--- src/rtl/core/ccad_pkg.sv ---
// ----------------------------------------------------------------------------
// ccad_pkg
// Shared widths, register indexes and reset values of the center-crop
// area-average downscaler.
// ----------------------------------------------------------------------------
`timescale 1ns / 1ps
`default_nettype none
package ccad_pkg;

    localparam int CFG_DIM_W   = 14;
    localparam int CFG_OUT_W   = 9;
    localparam int CFG_IDX_W   = 2;
    localparam int PIX_W       = 8;
    localparam int COORD_W     = 8;
    localparam int AREA_W      = 2 * CFG_DIM_W;
    localparam int SUM_W       = AREA_W + PIX_W;
    localparam int CMP_W       = 11;

    localparam int DEF_MAX_DIM = 8192;
    localparam int DEF_MAX_OUT = 256;

    localparam logic [CFG_IDX_W-1:0] REG_SRC_WIDTH  = 2'd0;
    localparam logic [CFG_IDX_W-1:0] REG_SRC_HEIGHT = 2'd1;
    localparam logic [CFG_IDX_W-1:0] REG_OUT_SIZE   = 2'd2;

    localparam logic [CFG_DIM_W-1:0] RST_SRC_WIDTH  = 14'd64;
    localparam logic [CFG_DIM_W-1:0] RST_SRC_HEIGHT = 14'd64;
    localparam logic [CFG_OUT_W-1:0] RST_OUT_SIZE   = 9'd64;

    typedef logic [SUM_W-1:0] sum_t;

endpackage
`default_nettype wire

--- src/rtl/core/ccad_step_div.sv ---
// ----------------------------------------------------------------------------
// ccad_step_div
// Bit-serial divider for the window step: crop side over thumbnail size.
// ----------------------------------------------------------------------------
`timescale 1ns / 1ps
`default_nettype none
module ccad_step_div (
    input  wire logic                            aclk,
    input  wire logic                            aresetn,
    input  wire logic                            start,
    input  wire logic [ccad_pkg::CFG_DIM_W-1:0]  dividend,
    input  wire logic [ccad_pkg::CFG_OUT_W-1:0]  divisor,
    output logic                                 busy,
    output logic                                 done,
    output logic [ccad_pkg::CFG_DIM_W-1:0]       quot,
    output logic [ccad_pkg::CFG_OUT_W-1:0]       rem
);
    import ccad_pkg::*;

    localparam int CNT_W = $clog2(CFG_DIM_W + 1);

    logic                   busy_reg;
    logic                   done_reg;
    logic [CNT_W-1:0]       cnt_reg;
    logic [CFG_DIM_W-1:0]   dvd_reg;
    logic [CFG_DIM_W-1:0]   quot_reg;
    logic [CFG_OUT_W:0]     rem_reg;
    logic [CFG_OUT_W-1:0]   dvs_reg;
    logic [CFG_OUT_W:0]     trial;
    logic                   fits;

    // shift in next dividend bit and test against divisor
    always_comb begin
        trial = {rem_reg[CFG_OUT_W-1:0], dvd_reg[CFG_DIM_W-1]};
        fits  = trial >= {1'b0, dvs_reg};
    end

    always_ff @(posedge aclk) begin
        if (!aresetn) begin
            busy_reg <= 1'b0;
            done_reg <= 1'b0;
            cnt_reg  <= '0;
        end else begin
            done_reg <= 1'b0;
            if (start) begin
                busy_reg <= 1'b1;
                cnt_reg  <= CNT_W'(CFG_DIM_W);
            end else if (busy_reg) begin
                cnt_reg <= cnt_reg - 1'b1;
                if (cnt_reg == CNT_W'(1)) begin
                    busy_reg <= 1'b0;
                    done_reg <= 1'b1;
                end
            end
        end
    end

    // datapath
    always_ff @(posedge aclk) begin
        if (start) begin
            dvd_reg  <= dividend;
            dvs_reg  <= divisor;
            rem_reg  <= '0;
            quot_reg <= '0;
        end else if (busy_reg) begin
            dvd_reg  <= {dvd_reg[CFG_DIM_W-2:0], 1'b0};
            rem_reg  <= fits ? (trial - {1'b0, dvs_reg}) : trial;
            quot_reg <= {quot_reg[CFG_DIM_W-2:0], fits};
        end
    end

    assign busy = busy_reg;
    assign done = done_reg;
    assign quot = quot_reg;
    assign rem  = rem_reg[CFG_OUT_W-1:0];

endmodule
`default_nettype wire

--- config.mk ---
export PLATFORM = sky130hd
export DESIGN_NAME = ccad_step_div
export DESIGN_NICKNAME = d
export VERILOG_FILES = /design/src/rtl/core/ccad_pkg.sv /design/src/rtl/core/ccad_step_div.sv
export SDC_FILE = /design/constraint.sdc
export NUM_CORES = 1
export LEC_CHECK = 0
export ABC_AREA = 1
export BUFFER_PORTS_ARGS = -buffer_cell sky130_fd_sc_hd__buf_2
export CAP_MARGIN = 30
export CORE_MARGIN = 10
export CORE_UTILIZATION = 38
export CTS_CLUSTER_DIAMETER = 40
export DETAILED_ROUTE_END_ITERATION = 16
export MAX_ROUTING_LAYER = met4
export PLACE_DENSITY = 0.61
export SETUP_SLACK_MARGIN = 0.05
export SLEW_MARGIN = 25
export SYNTH_ARGS = -nofsm -noshare
export SYNTH_HDL_FRONTEND = slang
export SYNTH_SLANG_ARGS = --single-unit
--- constraint.sdc ---
create_clock -name aclk -period 2.72 [get_ports aclk]
set_clock_uncertainty 0.2 [all_clocks]
set_input_delay 0.136 -clock aclk [delete_from_list [all_inputs] [get_ports aclk]]
set_output_delay 0.136 -clock aclk [all_outputs]
set_load 0.03 [all_outputs]
==> flow_summary.toml <==
[cells_and_area]
fin_area_um2 = 3160
drive_gt1_share_pct = 19.8
nets = 411
mostFrequentLayoutCell = "nand2_1"
diodes = 0
area_growth_pct = 27.0
stdcell_count = 451
most-common-layout-cells = "nand2_1, buf_2, inv_1, dfxtp_1, dlygate4sd3_1"

[sta]
slew_headroom_pct = 63.4
post-route-min-period_ns = 2.29
finalSetupViolations = 0
finalSetupTns_ns = 0
fmax_mhz = 437
worst_slew_pin_slew_ns = 0.549
slew_viol_final = 0
fin_crit_sh_pct = 84.2
fin_ws_ns = 0.430
rsz0062_at_grt = "no"
finalHoldViolCount = 0

[clock_network]
h-tree-depth = 2
cts_made_buffers = 5
path_clk_slew_ns = 0.10
cts_setup_buffers = 0
postCtsHoldBufs = 25
cts_resized = 0
clk_latency_ns = 0.30
cts.sinks = 52
clockBufferDepth = 2
cts_tree = "yes"
root_buffer = "clkbuf_8"

[place]
place_hpwl_mm = 3.96
placed_cells = 418
port_buffers = 50
place.gp.congestion = 0.846
place_ws_ns = 0.476
dpl-instance-area_um2 = 2800

[synthesis]
post_synth.cell_area_avg_um2 = 8.37
synth_nets = 335
ys_ff_latch = 52
synthCells = 297
yosys_warnings = 0
syn-cell-area_um2 = 2480
ys_seq_area_share_pct = 51.2
synth.distinct_cells = 36

[floorplanning]
die_w_um = 101
initial_core_util_pct = 39.1
io_pins = 51
die-area_um2 = 10200
fp.dieH_um = 101
num_rows = 29
fp.coreArea_um2 = 6350

[detailed_routing]
route.vias.total = 2075
wirelength_mm = 5.53
wl_per_cell_um = 12.3
viasPerCell = 4.60
drc = 0
ant_nets = 0
drt_iter0_drc = 105
drtPass1Iterations = 4

[critical_path]
crit_required_ns = 2.70
path_max_fanout = 13
end_kind = "flip-flop"
critPathKind = "flip-flop to flip-flop"
arrival_ns = 2.27
critPathLaunchType = "flip-flop"

[global_routing]
overflow = 0
grt_max_degree = 30
grt_pass1_wl_mm = 9.69
track_usage_pct = 11.9
antenna_found_initial = 0
grt_pass1_vias = 2114

[pwr]
peakVddDrop_mv = 0.295
cell_internal_pwr_mw = 1.20
swShare_pct = 26.0
p_seq_share_pct = 54.4
clock_power_share_pct = 30.9
p_leak_nw = 1.58
power.share.combinational_pct = 14.7
powerDensity_nw_per_um2 = 515
power_mw = 1.63
switchingPower_mw = 0.424

[outcome]
status = "completed"

[flow_run]
cap_violations = 0

[hold_path]
min_path_type = "flip-flop to flip-flop"
## final cells by class
class                   count  area, µm²
clock buffers               6       93.8
clock inverters             2       16.3
fillers                   619       3190
inverters                  53        199
multi-input cells         184        963
flip-flops and latches     52       1270
well taps                  77       96.3
repair buffers             77        515
## layer usage
layer / part of all wire [%] / track usage (%)
met5: 0 / -
met4: 1.2 / 3.26
met3: 5.4 / 3.50
met2: 45 / 17.7
met1: 49 / 15.3
## synthesized netlist by cell type, drive strengths merged
master  count  area share (%)
or2         2            0.50
inv        52             7.9
o21bai      1            0.30
a221oi      1            0.35
dfxtp      29              23
fa          1            0.81
o22ai      11             2.8
nor2       18             3.0
buf         8             2.1
edfxtp     23              28
nand2      93              15
and2        1            0.25
clkinv      1            0.15
o21ai       9             2.0
a21boi      1            0.30
o211ai      2            0.60
nand3      21             4.6
a21o        1            0.30
a21oi       5             1.2
xnor2       1            0.35
nor3        2            0.40
a31oi       1            0.25
nand4       1            0.25
xor2        1            0.35
ha         11             5.5
## worst paths after layout
kind | cells after the start | startpoint | slack [ns] | to
setup / recovery | 14 | dvd_reg[13] | 0.43 | rem_reg[3]
hold reg to reg | 2 | quot[13] | 0.26 | quot[13]
hold / removal | 2 | quot[13] | 0.26 | quot[13]
setup reg to reg | 14 | dvd_reg[13] | 0.43 | rem_reg[3]
## critical path, cell delays in order (launching register included)
cell      delay (ns)
edfxtp_1        0.38
inv_1           0.09
ha_1            0.14
inv_1           0.06
fa_1            0.40
nand2_1         0.10
nand2_1         0.08
nand3_2         0.08
nand2_2         0.06
nand2_2         0.08
nand2_4         0.11
inv_1           0.17
nand2_1         0.07
nand3_1         0.07
o21ai_1         0.07
## power by group through the flow
stage               Clock [mW]  Combinational, mW  Sequential (mW)
finish                   0.503              0.239            0.885
global route             0.548              0.275            0.889
CTS                      0.518              0.240            0.886
detailed placement           0              0.211            0.903
global placement             0              0.210            0.902
floorplan                    0              0.144            0.908
## kinds of logic after synthesis
logic type | Yosys count | synth area share [%]
AND/OR/NAND/NOR | 138 | 23.7
buffers and inverters | 61 | 10.1
flip-flops | 52 | 51.2
AO/OA/AOI/OAI | 32 | 8.01
adder cells (fa/ha/maj) | 12 | 6.34
XOR/XNOR | 2 | 0.705
## through the flow
stage,hold slack [ns],utilization [%]
final,0.257,49.7
after global routing,0.319,49.7
after CTS,0.267,49.7
after detailed placement,0.115,44.0
after global placement,0.114,44.0
after floorplan,0.0349,-
No activity file was read; power rests on OpenSTA's default activity.
