--- src/rtl/core/ccad_pkg.sv ---
// ----------------------------------------------------------------------------
// ccad_pkg
// Shared widths, register indexes and reset values of the center-crop
// area-average downscaler.
// ----------------------------------------------------------------------------
`timescale 1ns / 1ps
`default_nettype none
package ccad_pkg;

    localparam int CFG_DIM_W   = 14;
    localparam int CFG_OUT_W   = 9;
    localparam int CFG_IDX_W   = 2;
    localparam int PIX_W       = 8;
    localparam int COORD_W     = 8;
    localparam int AREA_W      = 2 * CFG_DIM_W;
    localparam int SUM_W       = AREA_W + PIX_W;
    localparam int CMP_W       = 11;

    localparam int DEF_MAX_DIM = 8192;
    localparam int DEF_MAX_OUT = 256;

    localparam logic [CFG_IDX_W-1:0] REG_SRC_WIDTH  = 2'd0;
    localparam logic [CFG_IDX_W-1:0] REG_SRC_HEIGHT = 2'd1;
    localparam logic [CFG_IDX_W-1:0] REG_OUT_SIZE   = 2'd2;

    localparam logic [CFG_DIM_W-1:0] RST_SRC_WIDTH  = 14'd64;
    localparam logic [CFG_DIM_W-1:0] RST_SRC_HEIGHT = 14'd64;
    localparam logic [CFG_OUT_W-1:0] RST_OUT_SIZE   = 9'd64;

    typedef logic [SUM_W-1:0] sum_t;

endpackage
`default_nettype wire

--- src/rtl/core/ccad_avg_div.sv ---
// ----------------------------------------------------------------------------
// ccad_avg_div
// Three-channel restoring divider: window sums over window area, one
// quotient bit per cycle.
// ----------------------------------------------------------------------------
`timescale 1ns / 1ps
`default_nettype none
module ccad_avg_div (
    input  wire logic                          aclk,
    input  wire logic                          aresetn,
    input  wire logic                          start,
    input  wire ccad_pkg::sum_t                sum_red,
    input  wire ccad_pkg::sum_t                sum_green,
    input  wire ccad_pkg::sum_t                sum_blue,
    input  wire logic [ccad_pkg::AREA_W-1:0]   area,
    output logic                               busy,
    output logic [ccad_pkg::PIX_W-1:0]         avg_red,
    output logic [ccad_pkg::PIX_W-1:0]         avg_green,
    output logic [ccad_pkg::PIX_W-1:0]         avg_blue
);
    import ccad_pkg::*;

    localparam int CNT_W = $clog2(PIX_W + 1);

    logic             busy_reg;
    logic [CNT_W-1:0] cnt_reg;
    sum_t             dvs_reg;
    sum_t             rem_reg [3];
    logic [PIX_W-1:0] q_reg   [3];
    logic [2:0]       fits;

    always_comb begin
        for (int c = 0; c < 3; c++) begin
            fits[c] = rem_reg[c] >= dvs_reg;
        end
    end

    always_ff @(posedge aclk) begin
        if (!aresetn) begin
            busy_reg <= 1'b0;
            cnt_reg  <= '0;
        end else if (start) begin
            busy_reg <= 1'b1;
            cnt_reg  <= CNT_W'(PIX_W);
        end else if (busy_reg) begin
            cnt_reg <= cnt_reg - 1'b1;
            if (cnt_reg == CNT_W'(1)) begin
                busy_reg <= 1'b0;
            end
        end
    end

    // subtract shifted area where it fits, then halve it
    always_ff @(posedge aclk) begin
        if (start) begin
            dvs_reg    <= SUM_W'(area) << (PIX_W - 1);
            rem_reg[0] <= sum_red;
            rem_reg[1] <= sum_green;
            rem_reg[2] <= sum_blue;
            for (int c = 0; c < 3; c++) begin
                q_reg[c] <= '0;
            end
        end else if (busy_reg) begin
            dvs_reg <= dvs_reg >> 1;
            for (int c = 0; c < 3; c++) begin
                if (fits[c]) begin
                    rem_reg[c] <= rem_reg[c] - dvs_reg;
                end
                q_reg[c] <= {q_reg[c][PIX_W-2:0], fits[c]};
            end
        end
    end

    assign busy      = busy_reg;
    assign avg_red   = q_reg[0];
    assign avg_green = q_reg[1];
    assign avg_blue  = q_reg[2];

endmodule
`default_nettype wire

--- config.mk ---
export PLATFORM = sky130hd
export DESIGN_NAME = ccad_avg_div
export DESIGN_NICKNAME = d
export VERILOG_FILES = /design/src/rtl/core/ccad_pkg.sv /design/src/rtl/core/ccad_avg_div.sv
export SDC_FILE = /design/constraint.sdc
export NUM_CORES = 1
export LEC_CHECK = 0
export ABC_AREA = 1
export BUFFER_PORTS_ARGS = -buffer_cell sky130_fd_sc_hd__buf_2
export CAP_MARGIN = 10
export CORE_UTILIZATION = 55
export CTS_CLUSTER_SIZE = 24
export DETAILED_ROUTE_END_ITERATION = 10
export PLACE_DENSITY = 0.84
export SYNTH_ARGS = -nofsm -noshare
export SYNTH_HDL_FRONTEND = slang
export SYNTH_SLANG_ARGS = --single-unit
--- constraint.sdc ---
create_clock -name aclk -period 4.4 [get_ports aclk]
set_clock_uncertainty 0.1 [all_clocks]
set_input_delay 0.88 -clock aclk [delete_from_list [all_inputs] [get_ports aclk]]
set_output_delay 0.88 -clock aclk [all_outputs]
set_load 0.01 [all_outputs]
==> results.md <==
- Setup crit end kind: register
- Layout area overhead: 11.2%
- CP required: 4620 ps
- Starting Density: 56.0%
- Hold_buf cts: 0
- Final net count: 2460
- Reg-to-reg setup timing slack: 830 ps
- Reg-to-Reg End: rem_reg[0][97]$_DFFE_PP_
- Final Instance Area: 0.0162 mm²
- Final Setup Violations: 0
- RSZ-0062 raised after global routing: false
- Commonest non-fill, non-tap cell in the layout: nand2_1
- Largest net degree at the start of global routing: 74
- CP max-delay cell: buf_4
- Asr flop ratio synth: 0%
- DPL Wire Length: 36600 µm
- First-pass GRT wire length: 72500 µm
- Setup ws final: 833 ps
- CTS clock-pin slew for the worst setup and hold paths: 70 ps
- Worst Setup Start Kind: register
- Max reg flops: 108
- Post-synth EDFFs: 160
- Gpl congestion: 0.996
- Root Driver: clkbuf_16
- Kind of critical path: reg -> reg
- Synth unique cells: 39
- Final hold vios: 0
- Top-level I/O count: 164
- DR WL/cell: 18.4 µm
- Resized Gates After CTS: 0
- Die span in x: 165 µm
- # DRC: 0
- Share of cells above drive strength 1: 10.1%
- DIE AREA: 0.0272 mm²
- Place WS: 942 ps
- Worst r2r src: dvs_reg[0]$_SDFFE_PP0P_
- P per Cell Area: 506 mW/mm²
- Normalized max-slew margin: 45.2%
- Register-to-Register Path Depth: 14
- Remaining global-route overflow: 0
- Die Span Y: 165 µm
- Most frequent cells in the layout: nand2_1, inv_1, nor2_1
- Worst Tran Pin Value: 821 ps
- Final Cycle Share: 81.1%
- Final TNS setup: 0 ps
- Initial drt markers: 1469
- Switching portion of total power: 45.6%
- Initial antenna violation count: 2
- Synthesized area: 0.0146 mm²
- Post-Syn Instances: 2070
- WHS: 437 ps
- Max Slew Vio Count: 0
- Net count after synthesis: 2319
- PortBufs: 163
- Post-CTS setup repair buffer count: 0
- Seq/Total Area, Yosys: 34.6%
- Peak VDD IR: 247 µV
- Worst Hold Class: reg -> reg
- Placed cell areas: 0.0157 mm²
- Max_cap viols: 0
- Pre-Repair DR Iteration Count: 6
- Routed vias: 14886
- Net Sw Power: 3.75 mW
- Sequential Power Share: 28.5%
- Row count: 59
- Clock network fraction of total power: 18.4%
- Cell Chain, Critical Path: ha_1 > fa_1 > inv_1 > nand3_1 > nand2_1 > nand4_1 > nand3_1 > nand2_1 > nand2_1 > nand2_4 > nand3_4 > buf_4 > nand2_1 > nand2_1
- Most frequent CP cell: nand2_1
- Post-Syn Area per Cell: 7.05 µm²
- Register bit count reported by yosys: 172
- Crit path to: rem_reg[0][97]$_DFFE_PP_
- CTS max path bufs: 2
- WL final: 47100 µm
- H-tree Lvls: 4
- Min cycle time layout: 3570 ps
- Status: complete, no violations
- Leakage: 7.84 nW
- TritonCTS buffer count: 17
- Clock Latency Late Sink: 450 ps
- Via density: 5.81
- Vias in the first global route: 13578
- Achievable clock frequency: 0.280 GHz
- Core ar.: 0.0261 mm²
- Top_reg_cell synth: edfxtp_1
- Crit path launch: dvs_reg[0]$_SDFFE_PP0P_
- Clock sink total: 172
- CTS tree: built
- Worst-path fanout max: 39
- Critical path arrival: 3790 ps
- Final ANT Viol Nets: 0
- Combinational share of power: 53.1%
- Int Pwr: 4.47 mW
- Ys Warns: 0
- GRT Overall Usage: 35.3%
- Delay of the slowest critical-path stage: 470 ps
metal layers:
metal	wire, µm	vias up	GRT usage, %
met2	21300	661	56.9
met1	20300	6890	47.8
met4	1570	2	13.6
met3	3900	99	5.07
li1	-	7234	-
met5	11	-	0
per-stage QoR:
step                power [mW]  instances  util (%)
global placement          6.55       2527      60.2
global route              8.80       2559      62.3
finish                    8.21       2560      62.3
CTS                       8.11       2559      62.3
detailed placement        6.60       2527      60.2
floorplan                 5.51       2070         -
worst max-delay path: cells and delay by family (launching register included):
family / cells / cell delay (ps)
DFF: 1 / 390
buffers and inverters: 2 / 600
adders and majority gates: 2 / 760
and+or+nand+nor: 10 / 1590
cell type report:
cell class                 instances  area [µm²]
antenna                            1        2.50
clock buffer                      19         433
clock inverter                    13         115
fill                            2417        9830
inverter                         226         848
multi-input combinational       1617        8430
sequential                       172        5040
tap                              335         419
timing repair buffer             177         933
power by group through the flow:
stage | Clock (mW) | Sequential [mW] | Combinational [mW]
2_1_floorplan | 0 | 2.33 | 3.18
3_3_place_gp | 0 | 2.37 | 4.18
3_5_place_dp | 0 | 2.37 | 4.23
4_1_cts | 1.50 | 2.34 | 4.27
5_1_grt | 1.57 | 2.36 | 4.87
6_report | 1.51 | 2.34 | 4.36
synthesized netlist by cell type, types with 2 or more instances:
library cell  number  share of area (%)
nor2_2             7               0.30
ha_1             107                9.2
dfxtp_1           12                1.6
nand3_1           67                2.3
o21a_1            10               0.51
buf_2             38                1.3
nand2_1          706                 18
o22ai_1            6               0.26
fa_1               3               0.41
nor2_1           209                5.4
nand3b_1           8               0.41
inv_1            222                5.7
a21boi_0           5               0.26
a21oi_1          132                4.5
xnor2_1           21                1.3
buf_8              2               0.21
edfxtp_1         160                 33
o21bai_1          20                1.0
nand2_2            3               0.13
buf_6              4               0.31
nand4_1          120                5.1
a31oi_1            6               0.26
o21ai_0           88                3.0
a21o_1             7               0.36
clkbuf_1          10               0.26
clkinv_1           4               0.10
and2_1             3               0.13
nor3_1            31                1.1
nand3_2            2               0.14
o211ai_1           4               0.21
xor2_1            45                2.7
cell families after synthesis:
group | Yosys count | share of synthesized area (%)
AOI/OAI and AO/OA | 283 | 10.7
DFF | 172 | 34.6
xor gates and xnor gates | 66 | 3.96
and+or+nand+nor | 1158 | 33.2
adders and majority gates | 110 | 9.59
buffers and inverters | 281 | 7.94
how the worst min path moves through the flow:
stage / startpoint / end / depth (start not counted)
6_report: cnt_reg[3]$_SDFFE_PN0P_ / busy$_SDFF_PN0_ / 2
5_1_grt: cnt_reg[3]$_SDFFE_PN0P_ / busy$_SDFF_PN0_ / 2
4_1_cts: cnt_reg[3]$_SDFFE_PN0P_ / busy$_SDFF_PN0_ / 2
3_5_place_dp: cnt_reg[3]$_SDFFE_PN0P_ / busy$_SDFF_PN0_ / 2
3_3_place_gp: cnt_reg[1]$_SDFFE_PP0P_ / cnt_reg[1]$_SDFFE_PP0P_ / 2
2_1_floorplan: cnt_reg[1]$_SDFFE_PP0P_ / cnt_reg[1]$_SDFFE_PP0P_ / 2
Power figures use the tool's default switching activity.
